`src/rtl/key_scanner_debounce_note_map_top_defines.svh`:
```
// Assertion macros shared by the key scanner RTL.
`ifndef KEY_SCANNER_DEBOUNCE_NOTE_MAP_TOP_DEFINES_SVH
`define KEY_SCANNER_DEBOUNCE_NOTE_MAP_TOP_DEFINES_SVH

// Checks a consequence in the same cycle as its antecedent.
`define KSD_ASSERT_SAME(lbl, ante, cons, msg) \
    lbl: assert property (@(posedge aclk) disable iff (!aresetn) (ante) |-> (cons)) \
        else $error(msg);

// Checks a consequence in the cycle after its antecedent.
`define KSD_ASSERT_NEXT(lbl, ante, cons, msg) \
    lbl: assert property (@(posedge aclk) disable iff (!aresetn) (ante) |=> (cons)) \
        else $error(msg);

`endif

```
`src/rtl/ksd_pkg.sv`:
```
// Types, constants and note tables for the key scanner.
`default_nettype none
package ksd_pkg;

    // Field widths.
    localparam int unsigned KEY_W    = 6;
    localparam int unsigned NOTE_W   = 7;
    localparam int unsigned LNOTE_W  = 6;
    localparam int unsigned CNT_W    = 4;
    localparam int unsigned LAYOUT_W = 2;
    localparam int unsigned TRANS_W  = 4;
    localparam int unsigned KIND_W   = 3;
    localparam int unsigned SLOT_W   = 7;
    localparam int unsigned CFG_IDX_W  = 2;
    localparam int unsigned CFG_DATA_W = 6;

    // Default sizes.
    localparam int unsigned DEF_NUM_SWITCHES = 40;
    localparam int unsigned DEF_NUM_KEYS     = 37;

    // Table shapes and scan sequencer timing.
    localparam int unsigned NUM_LAYOUTS   = 3;
    localparam int unsigned NUM_SEMITONES = 12;
    localparam int unsigned LAYOUT_COLS   = 37;
    localparam int unsigned ORDER_LEN     = 40;
    localparam int unsigned FIRST_READ    = 3;
    localparam logic [SLOT_W-1:0] SLOT_NONE = 7'd127;

    // Register reset values.
    localparam logic [CNT_W-1:0] RST_DEBOUNCE      = 4'd2;
    localparam logic [KEY_W-1:0] RST_LAYOUT_KEY    = 6'd33;
    localparam logic [KEY_W-1:0] RST_TRANSPOSE_KEY = 6'd34;

    // Configuration register indexes.
    typedef enum logic [CFG_IDX_W-1:0] {
        CFG_DEBOUNCE      = 2'd0,
        CFG_LAYOUT_KEY    = 2'd1,
        CFG_TRANSPOSE_KEY = 2'd2
    } cfg_index_t;

    // Event codes.
    typedef enum logic [KIND_W-1:0] {
        EV_NONE      = 3'd0,
        EV_NOTE_ON   = 3'd1,
        EV_NOTE_OFF  = 3'd2,
        EV_LAYOUT    = 3'd3,
        EV_TRANSPOSE = 3'd4
    } event_kind_t;

    // Debounce state of one key, held by one cell of the ring.
    typedef struct packed {
        logic              accepted;
        logic [CNT_W-1:0]  count;
        logic [NOTE_W-1:0] held;
    } key_state_t;

    // Event produced by one scan tick.
    typedef struct packed {
        event_kind_t       kind;
        logic [KEY_W-1:0]  key;
        logic [NOTE_W-1:0] note;
    } event_t;

    // Order in which the switches are wired to the note slots.
    localparam logic [KEY_W-1:0] SWITCH_ORDER [ORDER_LEN] = '{
        6'd3,  6'd2,  6'd1,  6'd0,  6'd5,  6'd6,  6'd7,  6'd8,  6'd4,  6'd12,
        6'd13, 6'd14, 6'd15, 6'd9,  6'd10, 6'd11, 6'd16, 6'd20, 6'd21, 6'd22,
        6'd23, 6'd17, 6'd30, 6'd29, 6'd28, 6'd24, 6'd19, 6'd18, 6'd25, 6'd26,
        6'd27, 6'd32, 6'd31, 6'd39, 6'd38, 6'd37, 6'd36, 6'd33, 6'd34, 6'd35
    };

    // Three note layouts over the slots.
    localparam logic [LNOTE_W-1:0] LAYOUT_NOTES [NUM_LAYOUTS][LAYOUT_COLS] = '{
        '{6'd30, 6'd35, 6'd40, 6'd45, 6'd27, 6'd32, 6'd37, 6'd42, 6'd47, 6'd24,
          6'd29, 6'd34, 6'd39, 6'd44, 6'd49, 6'd21, 6'd26, 6'd31, 6'd36, 6'd41,
          6'd46, 6'd51, 6'd23, 6'd28, 6'd33, 6'd38, 6'd43, 6'd48, 6'd25, 6'd30,
          6'd35, 6'd40, 6'd45, 6'd27, 6'd32, 6'd37, 6'd42},
        '{6'd45, 6'd49, 6'd53, 6'd57, 6'd48, 6'd42, 6'd46, 6'd50, 6'd54, 6'd31,
          6'd35, 6'd39, 6'd43, 6'd47, 6'd51, 6'd24, 6'd28, 6'd32, 6'd36, 6'd40,
          6'd44, 6'd48, 6'd21, 6'd25, 6'd29, 6'd33, 6'd37, 6'd41, 6'd18, 6'd22,
          6'd26, 6'd30, 6'd34, 6'd15, 6'd19, 6'd23, 6'd27},
        '{6'd27, 6'd31, 6'd35, 6'd39, 6'd26, 6'd30, 6'd34, 6'd38, 6'd42, 6'd25,
          6'd29, 6'd33, 6'd37, 6'd41, 6'd45, 6'd24, 6'd28, 6'd32, 6'd36, 6'd40,
          6'd44, 6'd48, 6'd27, 6'd31, 6'd35, 6'd39, 6'd43, 6'd47, 6'd30, 6'd34,
          6'd38, 6'd42, 6'd46, 6'd33, 6'd37, 6'd41, 6'd45}
    };

    // Slot of a switch, or SLOT_NONE when no slot maps to it.
    function automatic logic [SLOT_W-1:0] key_slot(input logic [KEY_W-1:0] sw,
                                                   input int unsigned num_keys);
        logic [SLOT_W-1:0] slot;
        slot = SLOT_NONE;
        for (int j = 0; j < ORDER_LEN; j++) begin
            if (j < num_keys && j < LAYOUT_COLS && SWITCH_ORDER[j] == sw) begin
                slot = SLOT_W'(j);
            end
        end
        return slot;
    endfunction

    // Layout note of a slot; zero outside the table.
    function automatic logic [LNOTE_W-1:0] layout_note(input logic [LAYOUT_W-1:0] layout,
                                                       input logic [KEY_W-1:0] slot);
        logic [LNOTE_W-1:0] n;
        n = '0;
        if (slot < KEY_W'(LAYOUT_COLS) && layout < LAYOUT_W'(NUM_LAYOUTS)) begin
            n = LAYOUT_NOTES[layout][slot];
        end
        return n;
    endfunction

endpackage
`default_nettype wire

```
`src/rtl/ksd_cell.sv`:
```
// One cell of the key state ring: holds the debounce state of one key.
`default_nettype none
module ksd_cell (
    input  wire logic               aclk,
    input  wire logic               aresetn,
    input  wire logic               shift_en,
    input  wire ksd_pkg::key_state_t d,
    output ksd_pkg::key_state_t     q
);

    ksd_pkg::key_state_t state_reg;
    ksd_pkg::key_state_t state_next;

    // Take the neighbour's state when the ring advances.
    always_comb begin
        state_next = shift_en ? d : state_reg;
    end

    always_ff @(posedge aclk) begin
        if (!aresetn) begin
            state_reg <= '0;
        end else begin
            state_reg <= state_next;
        end
    end

    assign q = state_reg;

endmodule
`default_nettype wire

```
`src/rtl/ksd_update.sv`:
```
// Debounce and event logic for the key at the head of the ring.
`default_nettype none
module ksd_update #(
    parameter int unsigned NUM_KEYS = ksd_pkg::DEF_NUM_KEYS
) (
    input  wire logic                          read_en,
    input  wire logic                          data_bit,
    input  wire logic [ksd_pkg::KEY_W-1:0]     key_idx,
    input  wire ksd_pkg::key_state_t           head,
    input  wire logic [ksd_pkg::CNT_W-1:0]     debounce_reads,
    input  wire logic [ksd_pkg::KEY_W-1:0]     layout_key,
    input  wire logic [ksd_pkg::KEY_W-1:0]     transpose_key,
    input  wire logic [ksd_pkg::LAYOUT_W-1:0]  layout,
    input  wire logic [ksd_pkg::TRANS_W-1:0]   transpose,
    output ksd_pkg::key_state_t                head_next,
    output ksd_pkg::event_t                    evt,
    output logic [ksd_pkg::LAYOUT_W-1:0]       layout_next,
    output logic [ksd_pkg::TRANS_W-1:0]        transpose_next
);

    logic [ksd_pkg::SLOT_W-1:0]  slot;
    logic [ksd_pkg::CNT_W:0]     count_inc;
    logic                        reached;
    logic [ksd_pkg::NOTE_W-1:0]  on_note;

    // Slot lookup and the note it plays in the current layout.
    assign slot      = ksd_pkg::key_slot(key_idx, NUM_KEYS);
    assign on_note   = ksd_pkg::NOTE_W'(ksd_pkg::layout_note(layout,
                                                             slot[ksd_pkg::KEY_W-1:0]))
                     + ksd_pkg::NOTE_W'(transpose);
    assign count_inc = {1'b0, head.count} + 1'b1;
    assign reached   = count_inc >= {1'b0, debounce_reads};

    // Debounce one read and turn an accepted change into an event.
    always_comb begin
        head_next      = head;
        evt.kind       = ksd_pkg::EV_NONE;
        evt.key        = '0;
        evt.note       = '0;
        layout_next    = layout;
        transpose_next = transpose;
        if (read_en) begin
            if (head.accepted != data_bit) begin
                if (reached) begin
                    head_next.count    = '0;
                    head_next.accepted = data_bit;
                    if (data_bit) begin
                        if (key_idx == layout_key) begin
                            layout_next = (layout == ksd_pkg::LAYOUT_W'(ksd_pkg::NUM_LAYOUTS - 1))
                                        ? '0 : layout + 1'b1;
                            evt.kind    = ksd_pkg::EV_LAYOUT;
                            evt.key     = key_idx;
                        end else if (key_idx == transpose_key) begin
                            transpose_next =
                                (transpose == ksd_pkg::TRANS_W'(ksd_pkg::NUM_SEMITONES - 1))
                                ? '0 : transpose + 1'b1;
                            evt.kind = ksd_pkg::EV_TRANSPOSE;
                            evt.key  = key_idx;
                        end else if (slot < ksd_pkg::SLOT_W'(ksd_pkg::LAYOUT_COLS)) begin
                            head_next.held = on_note;
                            evt.kind       = ksd_pkg::EV_NOTE_ON;
                            evt.key        = key_idx;
                            evt.note       = on_note;
                        end
                    end else if (key_idx != layout_key && key_idx != transpose_key) begin
                        head_next.held = '0;
                        evt.kind       = ksd_pkg::EV_NOTE_OFF;
                        evt.key        = key_idx;
                        evt.note       = head.held;
                    end
                end else begin
                    head_next.count = count_inc[ksd_pkg::CNT_W-1:0];
                end
            end else begin
                head_next.count = '0;
            end
        end
    end

endmodule
`default_nettype wire

```
`src/rtl/ksd_out_buf.sv`:
```
// Two-entry output buffer with a skid stage between the scan logic and the result channel.
`default_nettype none
module ksd_out_buf #(
    parameter int unsigned DATA_W = 27
) (
    input  wire logic              aclk,
    input  wire logic              aresetn,
    input  wire logic              s_valid,
    output logic                   s_ready,
    input  wire logic [DATA_W-1:0] s_data,
    output logic                   m_valid,
    input  wire logic              m_ready,
    output logic [DATA_W-1:0]      m_data
);

    logic              out_valid_reg, out_valid_next;
    logic [DATA_W-1:0] out_data_reg, out_data_next;
    logic              skid_valid_reg, skid_valid_next;
    logic [DATA_W-1:0] skid_data_reg, skid_data_next;
    logic              push;
    logic              pop;

    assign s_ready = !skid_valid_reg;
    assign push    = s_valid && s_ready;
    assign pop     = out_valid_reg && m_ready;

    // Fill the output register first, the skid register when it is stalled.
    always_comb begin
        out_valid_next  = out_valid_reg;
        out_data_next   = out_data_reg;
        skid_valid_next = skid_valid_reg;
        skid_data_next  = skid_data_reg;
        if (push) begin
            if (!out_valid_reg || pop) begin
                out_valid_next = 1'b1;
                out_data_next  = s_data;
            end else begin
                skid_valid_next = 1'b1;
                skid_data_next  = s_data;
            end
        end else if (pop) begin
            if (skid_valid_reg) begin
                out_data_next   = skid_data_reg;
                skid_valid_next = 1'b0;
            end else begin
                out_valid_next = 1'b0;
            end
        end
    end

    always_ff @(posedge aclk) begin
        if (!aresetn) begin
            out_valid_reg  <= 1'b0;
            skid_valid_reg <= 1'b0;
        end else begin
            out_valid_reg  <= out_valid_next;
            skid_valid_reg <= skid_valid_next;
        end
        out_data_reg  <= out_data_next;
        skid_data_reg <= skid_data_next;
    end

    assign m_valid = out_valid_reg;
    assign m_data  = out_data_reg;

endmodule
`default_nettype wire

```
`src/rtl/key_scanner_debounce_note_map_top.sv`:
```
// Top level of the key scanner: drives the shift register, debounces keys, maps them to notes.
//
// Each input transaction on s_ is one scan tick; s_tdata[0] is the serial
// data bit sampled from the key shift register. Every tick yields exactly
// one result transaction on m_: the latch and clock strobes for the shift
// register, an event (m_tuser) and the current layout and transpose.
// The sequencer runs NUM_SWITCHES+4 ticks per frame: latch at tick 0,
// clock at ticks 1 to NUM_SWITCHES, key (tick-3) read at ticks 3 to
// NUM_SWITCHES+2. Key states sit in a ring of cells that advances one
// place per read, so the key being read is always at the head cell.
// The result is registered in the output buffer; one tick is taken every
// cycle while s_tready is high, limited by the single head-cell update loop.
// A two-entry output buffer lets one more tick in while a result waits;
// with both entries full s_tready drops until the receiver takes one.
// Configuration writes on cfg_ are taken in any cycle (cfg_ready is high).
// Reset (aresetn low, synchronous) releases all keys, clears counters,
// held notes, layout, transpose and phase, and restores register defaults.
`default_nettype none
module key_scanner_debounce_note_map_top #(
    parameter int unsigned NUM_SWITCHES = ksd_pkg::DEF_NUM_SWITCHES,
    parameter int unsigned NUM_KEYS     = ksd_pkg::DEF_NUM_KEYS
) (
    input  wire logic                           aclk,
    input  wire logic                           aresetn,
    // Scan tick input.
    input  wire logic                           s_tvalid,
    output logic                                s_tready,
    input  wire logic [7:0]                     s_tdata,   // [0] data_bit
    // Result output.
    output logic                                m_tvalid,
    input  wire logic                           m_tready,
    // [0] latch_out, [1] clock_out, [7:2] key_index, [14:8] note,
    // [16:15] layout_now, [20:17] transpose_now
    output logic [23:0]                         m_tdata,
    output logic [ksd_pkg::KIND_W-1:0]          m_tuser,   // [2:0] event_kind
    // Configuration writes.
    input  wire logic                           cfg_valid,
    output logic                                cfg_ready,
    input  wire logic [ksd_pkg::CFG_IDX_W-1:0]  cfg_index,
    input  wire logic [ksd_pkg::CFG_DATA_W-1:0] cfg_data
);

    `include "key_scanner_debounce_note_map_top_defines.svh"

    localparam int unsigned NUM_PHASES = NUM_SWITCHES + 4;
    localparam int unsigned PHASE_W    = $clog2(NUM_PHASES);
    localparam int unsigned LAST_PHASE = NUM_PHASES - 1;
    localparam int unsigned OUT_W      = 24 + ksd_pkg::KIND_W;

    logic [PHASE_W-1:0]             phase_reg, phase_next;
    logic [ksd_pkg::CNT_W-1:0]      debounce_reg;
    logic [ksd_pkg::KEY_W-1:0]      layout_key_reg;
    logic [ksd_pkg::KEY_W-1:0]      transpose_key_reg;
    logic [ksd_pkg::LAYOUT_W-1:0]   layout_reg, layout_next;
    logic [ksd_pkg::TRANS_W-1:0]    transpose_reg, transpose_next;
    logic                           s_fire;
    logic                           read_en;
    logic                           latch_out;
    logic                           clock_out;
    logic [ksd_pkg::KEY_W-1:0]      key_idx;
    ksd_pkg::key_state_t            cell_q [NUM_SWITCHES];
    ksd_pkg::key_state_t            head_next;
    ksd_pkg::event_t                evt;
    logic [OUT_W-1:0]               out_item;
    logic [OUT_W-1:0]               m_item;
    logic                           shift_en;

    // Scan sequencer decode.
    assign s_fire    = s_tvalid && s_tready;
    assign read_en   = phase_reg >= PHASE_W'(ksd_pkg::FIRST_READ)
                    && phase_reg < PHASE_W'(NUM_SWITCHES + ksd_pkg::FIRST_READ);
    assign latch_out = phase_reg == '0;
    assign clock_out = phase_reg >= PHASE_W'(1) && phase_reg <= PHASE_W'(NUM_SWITCHES);
    assign key_idx   = ksd_pkg::KEY_W'(phase_reg - PHASE_W'(ksd_pkg::FIRST_READ));
    assign shift_en  = s_fire && read_en;
    assign phase_next = (phase_reg == PHASE_W'(LAST_PHASE)) ? '0 : phase_reg + 1'b1;

    // Configuration register writes; unknown indexes are ignored.
    assign cfg_ready = 1'b1;
    always_ff @(posedge aclk) begin
        if (!aresetn) begin
            debounce_reg      <= ksd_pkg::RST_DEBOUNCE;
            layout_key_reg    <= ksd_pkg::RST_LAYOUT_KEY;
            transpose_key_reg <= ksd_pkg::RST_TRANSPOSE_KEY;
        end else if (cfg_valid && cfg_ready) begin
            unique case (cfg_index)
                ksd_pkg::CFG_DEBOUNCE:
                    debounce_reg <= cfg_data[ksd_pkg::CNT_W-1:0];
                ksd_pkg::CFG_LAYOUT_KEY:
                    layout_key_reg <= cfg_data[ksd_pkg::KEY_W-1:0];
                ksd_pkg::CFG_TRANSPOSE_KEY:
                    transpose_key_reg <= cfg_data[ksd_pkg::KEY_W-1:0];
                default: begin
                end
            endcase
        end
    end

    // Phase, layout and transpose advance with each accepted tick.
    always_ff @(posedge aclk) begin
        if (!aresetn) begin
            phase_reg     <= '0;
            layout_reg    <= '0;
            transpose_reg <= '0;
        end else if (s_fire) begin
            phase_reg     <= phase_next;
            layout_reg    <= layout_next;
            transpose_reg <= transpose_next;
        end
    end

    // Ring of key cells; the head cell is the key read this tick.
    for (genvar i = 0; i < NUM_SWITCHES; i++) begin : g_cell
        if (i == NUM_SWITCHES - 1) begin : g_tail
            ksd_cell u_cell (
                .aclk     (aclk),
                .aresetn  (aresetn),
                .shift_en (shift_en),
                .d        (head_next),
                .q        (cell_q[i])
            );
        end else begin : g_body
            ksd_cell u_cell (
                .aclk     (aclk),
                .aresetn  (aresetn),
                .shift_en (shift_en),
                .d        (cell_q[i+1]),
                .q        (cell_q[i])
            );
        end
    end

    ksd_update #(
        .NUM_KEYS (NUM_KEYS)
    ) u_update (
        .read_en        (read_en),
        .data_bit       (s_tdata[0]),
        .key_idx        (key_idx),
        .head           (cell_q[0]),
        .debounce_reads (debounce_reg),
        .layout_key     (layout_key_reg),
        .transpose_key  (transpose_key_reg),
        .layout         (layout_reg),
        .transpose      (transpose_reg),
        .head_next      (head_next),
        .evt            (evt),
        .layout_next    (layout_next),
        .transpose_next (transpose_next)
    );

    // Pack the result: event kind on top, then the stream data word.
    assign out_item = {evt.kind, 3'b000, transpose_next, layout_next, evt.note, evt.key,
                       clock_out, latch_out};

    ksd_out_buf #(
        .DATA_W (OUT_W)
    ) u_out_buf (
        .aclk    (aclk),
        .aresetn (aresetn),
        .s_valid (s_tvalid),
        .s_ready (s_tready),
        .s_data  (out_item),
        .m_valid (m_tvalid),
        .m_ready (m_tready),
        .m_data  (m_item)
    );

    assign m_tdata = m_item[23:0];
    assign m_tuser = m_item[OUT_W-1:24];

    // Checks on the sequencer, the global note state and the ring.
    `KSD_ASSERT_SAME(a_phase_range, 1'b1,
                     phase_reg <= PHASE_W'(LAST_PHASE),
                     "phase out of range")
    `KSD_ASSERT_NEXT(a_phase_wrap,
                     s_fire && phase_reg == PHASE_W'(LAST_PHASE),
                     phase_reg == '0,
                     "phase did not wrap")
    `KSD_ASSERT_SAME(a_note_state, 1'b1,
                     layout_reg < ksd_pkg::LAYOUT_W'(ksd_pkg::NUM_LAYOUTS)
                     && transpose_reg < ksd_pkg::TRANS_W'(ksd_pkg::NUM_SEMITONES),
                     "layout or transpose out of range")
    `KSD_ASSERT_NEXT(a_note_held,
                     s_fire && evt.kind == ksd_pkg::EV_NOTE_ON,
                     cell_q[NUM_SWITCHES-1].held == $past(evt.note),
                     "note-on not held in ring")

endmodule
`default_nettype wire
```
`config.mk`:
```
export PLATFORM = sky130hd
export DESIGN_NAME = key_scanner_debounce_note_map_top
export DESIGN_NICKNAME = d
export VERILOG_FILES = /design/src/rtl/ksd_pkg.sv /design/src/rtl/ksd_cell.sv /design/src/rtl/ksd_update.sv /design/src/rtl/ksd_out_buf.sv /design/src/rtl/key_scanner_debounce_note_map_top.sv
export VERILOG_INCLUDE_DIRS = /design/src /design/src/rtl
export SDC_FILE = /design/constraint.sdc
export NUM_CORES = 1
export LEC_CHECK = 0
export BUFFER_PORTS_ARGS = -buffer_cell sky130_fd_sc_hd__buf_2
export CAP_MARGIN = 10
export CORE_MARGIN = 2
export CORE_UTILIZATION = 27
export CTS_CLUSTER_SIZE = 24
export DETAILED_ROUTE_END_ITERATION = 8
export PLACE_DENSITY = 0.43
export SYNTH_ARGS = -nofsm -noshare
export SYNTH_HDL_FRONTEND = slang
export SYNTH_SLANG_ARGS = --single-unit
```
`constraint.sdc`:
```
create_clock -name aclk -period 5.5 [get_ports aclk]
set_input_delay 0.275 -clock aclk [delete_from_list [all_inputs] [get_ports aclk]]
set_output_delay 0.275 -clock aclk [all_outputs]
set_load 0.02 [all_outputs]
```
==> results.toml, run 1 <==
[run_status]
status = "finished, final reports clean"

[final_layout]
drive_gt1_frac = 0.1507
fill_cells = 9173
syn_to_final_growth_pct = 22.54
final_core_util = 0.3340
nets = 3071
antenna_cells = 0
largest_reg_flops = 468

[worst_hold_path]
worstHoldStart = "cfg_data[3]"
hold_class = "in2reg"
whs_path_depth = 3

[synthesis]
async_flop_share = 0
ys.flop_type = "dfxtp_1"
yosysSeqAreaShare = 0.4836
netlist_area_mm2 = 0.02409
yosys.cell_types.count = 88
synth_top_cell_by_area = "dfxtp_1"
synth_edf_count = 48
synth_top_area_frac = 0.4238
ys_ff_latch = 558
syn_inst = 2890
yosys_warnings = 0
synth_area_leaders = "dfxtp_1, nand2_1, a21boi_0"
postSynthAreaPerCell_um2 = 8.336

[timing]
whs_ns = 0.07313
drv_slew = 0
hold_viol = 0
period_share = 0.9920
worst_pin_slew_ns = 1.122
finClkSkew_ns = 0.04350
rsz0062_at_grt = "true"
setup_viol = 0
relSlewSlack = 0.2502
finalWorstSetupSlack_ns = 0.04384
post-route-min-period_ns = 5.456
max_freq_mhz = 183.3

[critical_path]
cpMaxStageDelayCell = "a21oi_2"
critPathKind = "reg2reg"
crit_fanout = 10
critPathArrivalTime_ns = 5.77
required_ns = 5.81
startpoint_type = "flip-flop"
slowest_delay_ns = 0.41
critPathLaunch = "phase_reg[1]$_SDFFE_PN0P_"
crit_path_end_kind = "flip-flop"
ff2ff_path_depth = 25
rr_startpoint = "phase_reg[1]$_SDFFE_PN0P_"

[detailed_routing]
vias = 19550
ant_nets = 0
dr.first_iter.drc_count = 1342
met3_length_mm = 2.046
top_layer_used = "met5"
finalWirelength_mm = 62.36
drc = 0
wl_per_cell_um = 14.71
drt-vias-per-instance = 4.613
routed-wl-met2_mm = 27.73
wl_met1_mm = 30.95
dr.pass1.iters = 4

[clock_network]
htree_levels = 3
cts_tree = "built"
cts_sinks = 558
cts_buffers = 66
clock_path_buffers = 3
path_clk_slew_ns = 0.06
cts_root_buf = "clkbuf_16"
insertion_delay_ns = 0.62

[placement]
portBuffers = 39
pre_cts_ws_ns = -0.5072
dpl.hpwl_mm = 39.21
gp_congestion = 0.8330

[global_routing]
grt_pass1_vias = 18390
grt_overflow = 0
antenna_found_initial = 1
grt_usage = 0.1352
grt_max_degree = 153
grt_pass1_wl_mm = 101.5

[pwr]
p_per_area_mw_per_mm2 = 312.5
leakagePower_uw = 0.01008
vdd_ir_drop_max_v = 0.0002083

[floorplanning]
placementRows = 109
start_util = 0.2726
die-width_um = 302.7
die-area_mm2 = 0.09163
die_y_um = 302.7
core-area_mm2 = 0.08837
ios = 51

[run]
max_cap_viol_count = 0
==> Yosys cell counts, drive strengths merged (6+ instances only) <==
| library cell | number |
|---|---|
| o31ai | 11 |
| mux2i | 23 |
| o21a | 6 |
| o41ai | 10 |
| and2 | 11 |
| o32ai | 6 |
| nor3b | 9 |
| o211ai | 8 |
| a31oi | 15 |
| mux2 | 7 |
| a21boi | 475 |
| edfxtp | 48 |
| nand3 | 16 |
| nand2 | 1026 |
| nor4 | 7 |
| a211oi | 22 |
| o221ai | 9 |
| clkbuf | 196 |
| nand2b | 13 |
| nor2 | 82 |
| nand3b | 6 |
| or2 | 6 |
| a21oi | 66 |
| ha | 22 |
| a2111oi | 7 |
| buf | 29 |
| inv | 30 |
| a221oi | 9 |
| o21ai | 49 |
| dfxtp | 510 |
| a21o | 7 |
| xnor2 | 23 |
| xor2 | 8 |
| and3 | 6 |
| o22ai | 10 |
| nor3 | 10 |
| nor2b | 15 |
==> report_power, final <==
| part | internal (uW) | leakage [uW] | total, uW | switching, uW |
|---|---|---|---|---|
| clock | 2680 | 0.00108 | 4440 | 1760 |
| combinational | 246 | 0.00441 | 631 | 384 |
| sequential | 4130 | 0.00459 | 4150 | 21.8 |
==> layout make-up <==
type / count / area (um2) / share of cell area
Clock buffer: 94 / 1888 / 0.06396
Tap cell: 1165 / 1458 / 0.04938
Inverter: 31 / 116.4 / 0.003942
Clock inverter: 20 / 299.0 / 0.01013
Timing Repair Buffer: 292 / 2370 / 0.08027
Sequential cell: 558 / 11660 / 0.3949
Multi-Input combinational cell: 2078 / 11730 / 0.3974
==> timing repair <==
action	CTS	global route
endpoints found under the hold margin	14	0
resized for setup	26	37
pin swaps	6	16
buffers inserted	5	3
endpoints found under the setup margin	18	15
hold buffers	7	0
==> metrics by stage <==
stage / instances / setup TNS, ns / cell area, um2 / power, uW
detailed placement: 4109 / -4.223 / 26910 / 4851
global route: 4238 / -0.8790 / 29520 / 9597
CTS: 4235 / 0 / 29330 / 9397
finish: 4238 / 0 / 29520 / 9227
global placement: 4109 / -4.330 / 26910 / 4859
floorplan: 2892 / 0 / 24100 / 4590
==> worst paths after layout <==
kind | end | slack (ns)
setup / recovery | u_out_buf.m_data[13]$_DFFE_PP_ | 0.04
hold / removal | transpose_key_reg[3]$_SDFFE_PN0P_ | 0.07
setup reg to reg | u_out_buf.m_data[13]$_DFFE_PP_ | 0.04
hold reg to reg | g_cell[2].g_body.u_cell.q[3]$_SDFFE_PN0P_ | 0.44
==> cells in the final DEF, fill, tap and decap left out, drive strengths merged, types with 8 or more instances in the layout <==
cell	count
nor2b	15
o22ai	10
o41ai	10
nor3b	9
a21boi	475
nor3	10
nand2b	13
inv	36
o31ai	11
a21oi	66
dfxtp	510
nand3	16
edfxtp	48
xor2	8
clkbuf	94
a221oi	9
ha	22
o221ai	9
buf	285
clkinv	9
o211ai	8
and2	11
a211oi	22
nand2	1026
a31oi	15
xnor2	23
mux2i	23
nor2	82
o21ai	49
==> routing by layer <==
layer / track usage / vias up
li1: - / 9991
met3: 0.02034 / 102
met4: 0.04293 / 2
met5: 0 / -
met1: 0.1878 / 9167
met2: 0.2151 / 287
==> critical path: cells and delay by family, from the launching register on <==
family                   cells  cell delay, ns
XOR/XNOR                     1            0.19
AND/OR/NAND/NOR              2            0.18
AO/OA/AOI/OAI               16            3.37
buffers and inverters        5            0.80
flip-flops                   1            0.36
adder cells (fa/ha/maj)      1            0.23
==> logic make-up after synthesis <==
family,share of synthesized area
XOR/XNOR,0.01189
AND/OR/NAND/NOR,0.2055
multiplexers,0.01298
adder cells (fa/ha/maj),0.01226
AO/OA/AOI/OAI,0.2317
other,0.0003117
flip-flops,0.4836
buffers and inverters,0.04171
(Power assumes the default switching activity.)
==> run 2, diff against run 1 <==
Settings changed: ABC_AREA set to 1.
==> run 2 against run 1 <==
Synthesized area is 7.7% lower. Maximum frequency rose by 4.1%. Largest power group is now registers. Design area decreased by 8.6%.
==> results.toml, run 2 <==
[synthesis]
synth_top_area_frac = 0.4590
syn_inst = 2961
yosysSeqAreaShare = 0.5239
ys_top_cells_by_count = "nor2_1, o21ai_0, dfxtp_1"
synth_area_leaders = "dfxtp_1, nor2_1, o21ai_0"
ys_ff_latch = 558
postSynthAreaPerCell_um2 = 7.511
async_flop_share = 0
yosys_warnings = 0
synth_top_cell_by_area = "dfxtp_1"
synth_edf_count = 48
netlist_area_mm2 = 0.02224
yosys.cell_types.count = 53
yosysMostFrequentCell = "nor2_1"
ys.flop_type = "dfxtp_1"

[detailed_routing]
dr.pass1.iters = 4
dr.first_iter.drc_count = 1283
vias = 18730
routed-wl-met2_mm = 24.52
top_layer_used = "met4"
ant_nets = 0
wl_per_cell_um = 13.32
finalWirelength_mm = 55.67
met3_length_mm = 1.605
wl_met1_mm = 28.47
drc = 0
drt-vias-per-instance = 4.482

[clock_network]
path_clk_slew_ns = 0.07
cts_tree = "built"
clock_path_buffers = 3
insertion_delay_ns = 0.63
htree_levels = 2
cts_buffers = 60
cts_root_buf = "clkbuf_16"
cts_sinks = 558

[placement]
gp_congestion = 0.8061
pre_cts_ws_ns = -0.07343
post_dp_cell_area_mm2 = 0.02433
dpl.hpwl_mm = 34.15
placedCellCount = 4046
portBuffers = 39

[critical_path]
r2r-end = "u_out_buf.m_data[14]$_DFFE_PP_"
crit_path_frequent_cell = "nor2_1"
worstPathBufferInverterCount = 7
crit_path_end_kind = "flip-flop"
crit_fanout = 8
cpMaxStageDelayCell = "dfxtp_4"
ff2ff_path_depth = 38
rrSetupSlack_ns = 0.26
critPathArrivalTime_ns = 5.59
cpLargestDelayFamily = "simple AND/OR/NAND/NOR gates"
required_ns = 5.85
startpoint_type = "flip-flop"
slowest_delay_ns = 0.36
rr_startpoint = "phase_reg[0]$_SDFFE_PN0P_"
critPathKind = "reg2reg"

[global_routing]
grt_usage = 0.1280
grt_pass1_wl_mm = 92.01
antenna_found_initial = 1
grt_overflow = 0
grt_max_degree = 287
grt_pass1_vias = 17880

[floorplanning]
placementRows = 105
die-area_mm2 = 0.08469
die-width_um = 291.0
die_y_um = 291.0
ios = 51
start_util = 0.2717
core-area_mm2 = 0.08185

[pwr]
leakagePower_uw = 0.01229
vdd_ir_drop_max_v = 0.0002346
p_per_area_mw_per_mm2 = 362.3
power_uw = 9772

[timing]
max_freq_mhz = 190.8
relSlewSlack = 0.1801
drv_slew = 0
post-route-min-period_ns = 5.241
fin_tns_setup_ns = 0
rsz0062_at_grt = "true"
finClkSkew_ns = 0.04749
period_share = 0.9528
setup_viol = 0
worst_pin_slew_ns = 1.230
finalWorstSetupSlack_ns = 0.2594
hold_viol = 0

[worst_hold_path]
hold_end = "debounce_reg[0]$_SDFFE_PN0P_"
worstHoldStart = "cfg_index[0]"
whs_path_depth = 4
hold_class = "in2reg"

[final_layout]
layout.cells.non_filler = 4178
antenna_cells = 0
fin_area_mm2 = 0.02697
drive_gt1_frac = 0.1380
final_cell_mix = "nor2_1, o21ai_0, dfxtp_1"
final_common_cell = "nor2_1"
fill_cells = 8684
nets = 3113
largest_reg_flops = 468
syn_to_final_growth_pct = 21.28

[run]
max_cap_viol_count = 0

[run_status]
status = "finished, final reports clean"
## run 2: cell types whose count changed after synthesis, sizes merged, moves of 32 or more
cell	change
inv	+82
nand3	+59
nand2	-730
nor2	+946
o21ai	+468
clkbuf	-32
a21boi	-475
## run 2: through the flow
step                hold slack (ns)    util
finish                      0.05200  0.3296
global route                0.05346  0.3296
detailed placement           0.4561  0.2973
floorplan                    0.3882       -
CTS                        0.004965  0.3227
global placement             0.4580  0.2973
## run 2: kinds of logic (layout without fill, tap and decap cells)
kind of cell | count (synthesis) | after routing | synth area share
buffers and inverters | 297 | 442 | 0.05198
muxes | 2 | 2 | 0.0009001
AOI/OAI and AO/OA | 637 | 637 | 0.1496
DFF | 558 | 558 | 0.5239
other | 2 | 4 | 0.0003377
xor gates and xnor gates | 8 | 8 | 0.003150
adders and majority gates | 23 | 23 | 0.01328
and+or+nand+nor | 1434 | 1434 | 0.2569
## run 2: area by class of cell
type | count | area (um2) | area share
sequential | 558 | 11660 | 0.4322
clock buffer | 80 | 1699 | 0.06299
multi-input combinational | 2108 | 9844 | 0.3650
tap | 1070 | 1339 | 0.04963
timing repair buffer | 226 | 1724 | 0.06392
inverter | 115 | 454.2 | 0.01684
clock inverter | 21 | 255.2 | 0.009462
## run 2: worst max path at each step
stage	start	endpoint	slack, ns	cells after the start
6_report	phase_reg[0]$_SDFFE_PN0P_	u_out_buf.m_data[14]$_DFFE_PP_	0.26	38
5_1_grt	phase_reg[0]$_SDFFE_PN0P_	u_out_buf.m_data[13]$_DFFE_PP_	-0.16	41
4_1_cts	phase_reg[0]$_SDFFE_PN0P_	u_out_buf.m_data[12]$_DFFE_PP_	0.008	48
3_5_place_dp	phase_reg[0]$_SDFFE_PN0P_	u_out_buf.m_data[14]$_DFFE_PP_	-0.07	39
3_3_place_gp	phase_reg[0]$_SDFFE_PN0P_	u_out_buf.m_data[14]$_DFFE_PP_	-0.07	39
2_1_floorplan	phase_reg[0]$_SDFFE_PN0P_	u_out_buf.m_data[14]$_DFFE_PP_	0.86	46
## run 2: routing by layer
| metal | GRT usage | vias up |
|---|---|---|
| met2 | 0.2047 | 176 |
| li1 | - | 9793 |
| met4 | 0.03362 | 0 |
| met5 | 0 | - |
| met3 | 0.02107 | 76 |
| met1 | 0.1782 | 8682 |
## run 2: timing repair
action,CTS,global route
pin swaps,4,37
cloned,0,0
hold endpoints to repair,17,0
endpoints found under the setup margin,8,17
hold buffers,10,0
gates resized for setup,10,105
setup buffers,0,21
## run 2: tightest hold or removal path, cell delays in order
cell,delay (ns)
buf_2,0.09
nor3_1,0.07
o21ai_0,0.15
nor2_1,0.05
## run 2: report_power, final
group,total [uW],internal (uW),switching (uW)
clock network,3980,2340,1630
registers,4510,4390,126
logic,1280,469,812
total,9770,7200,2570
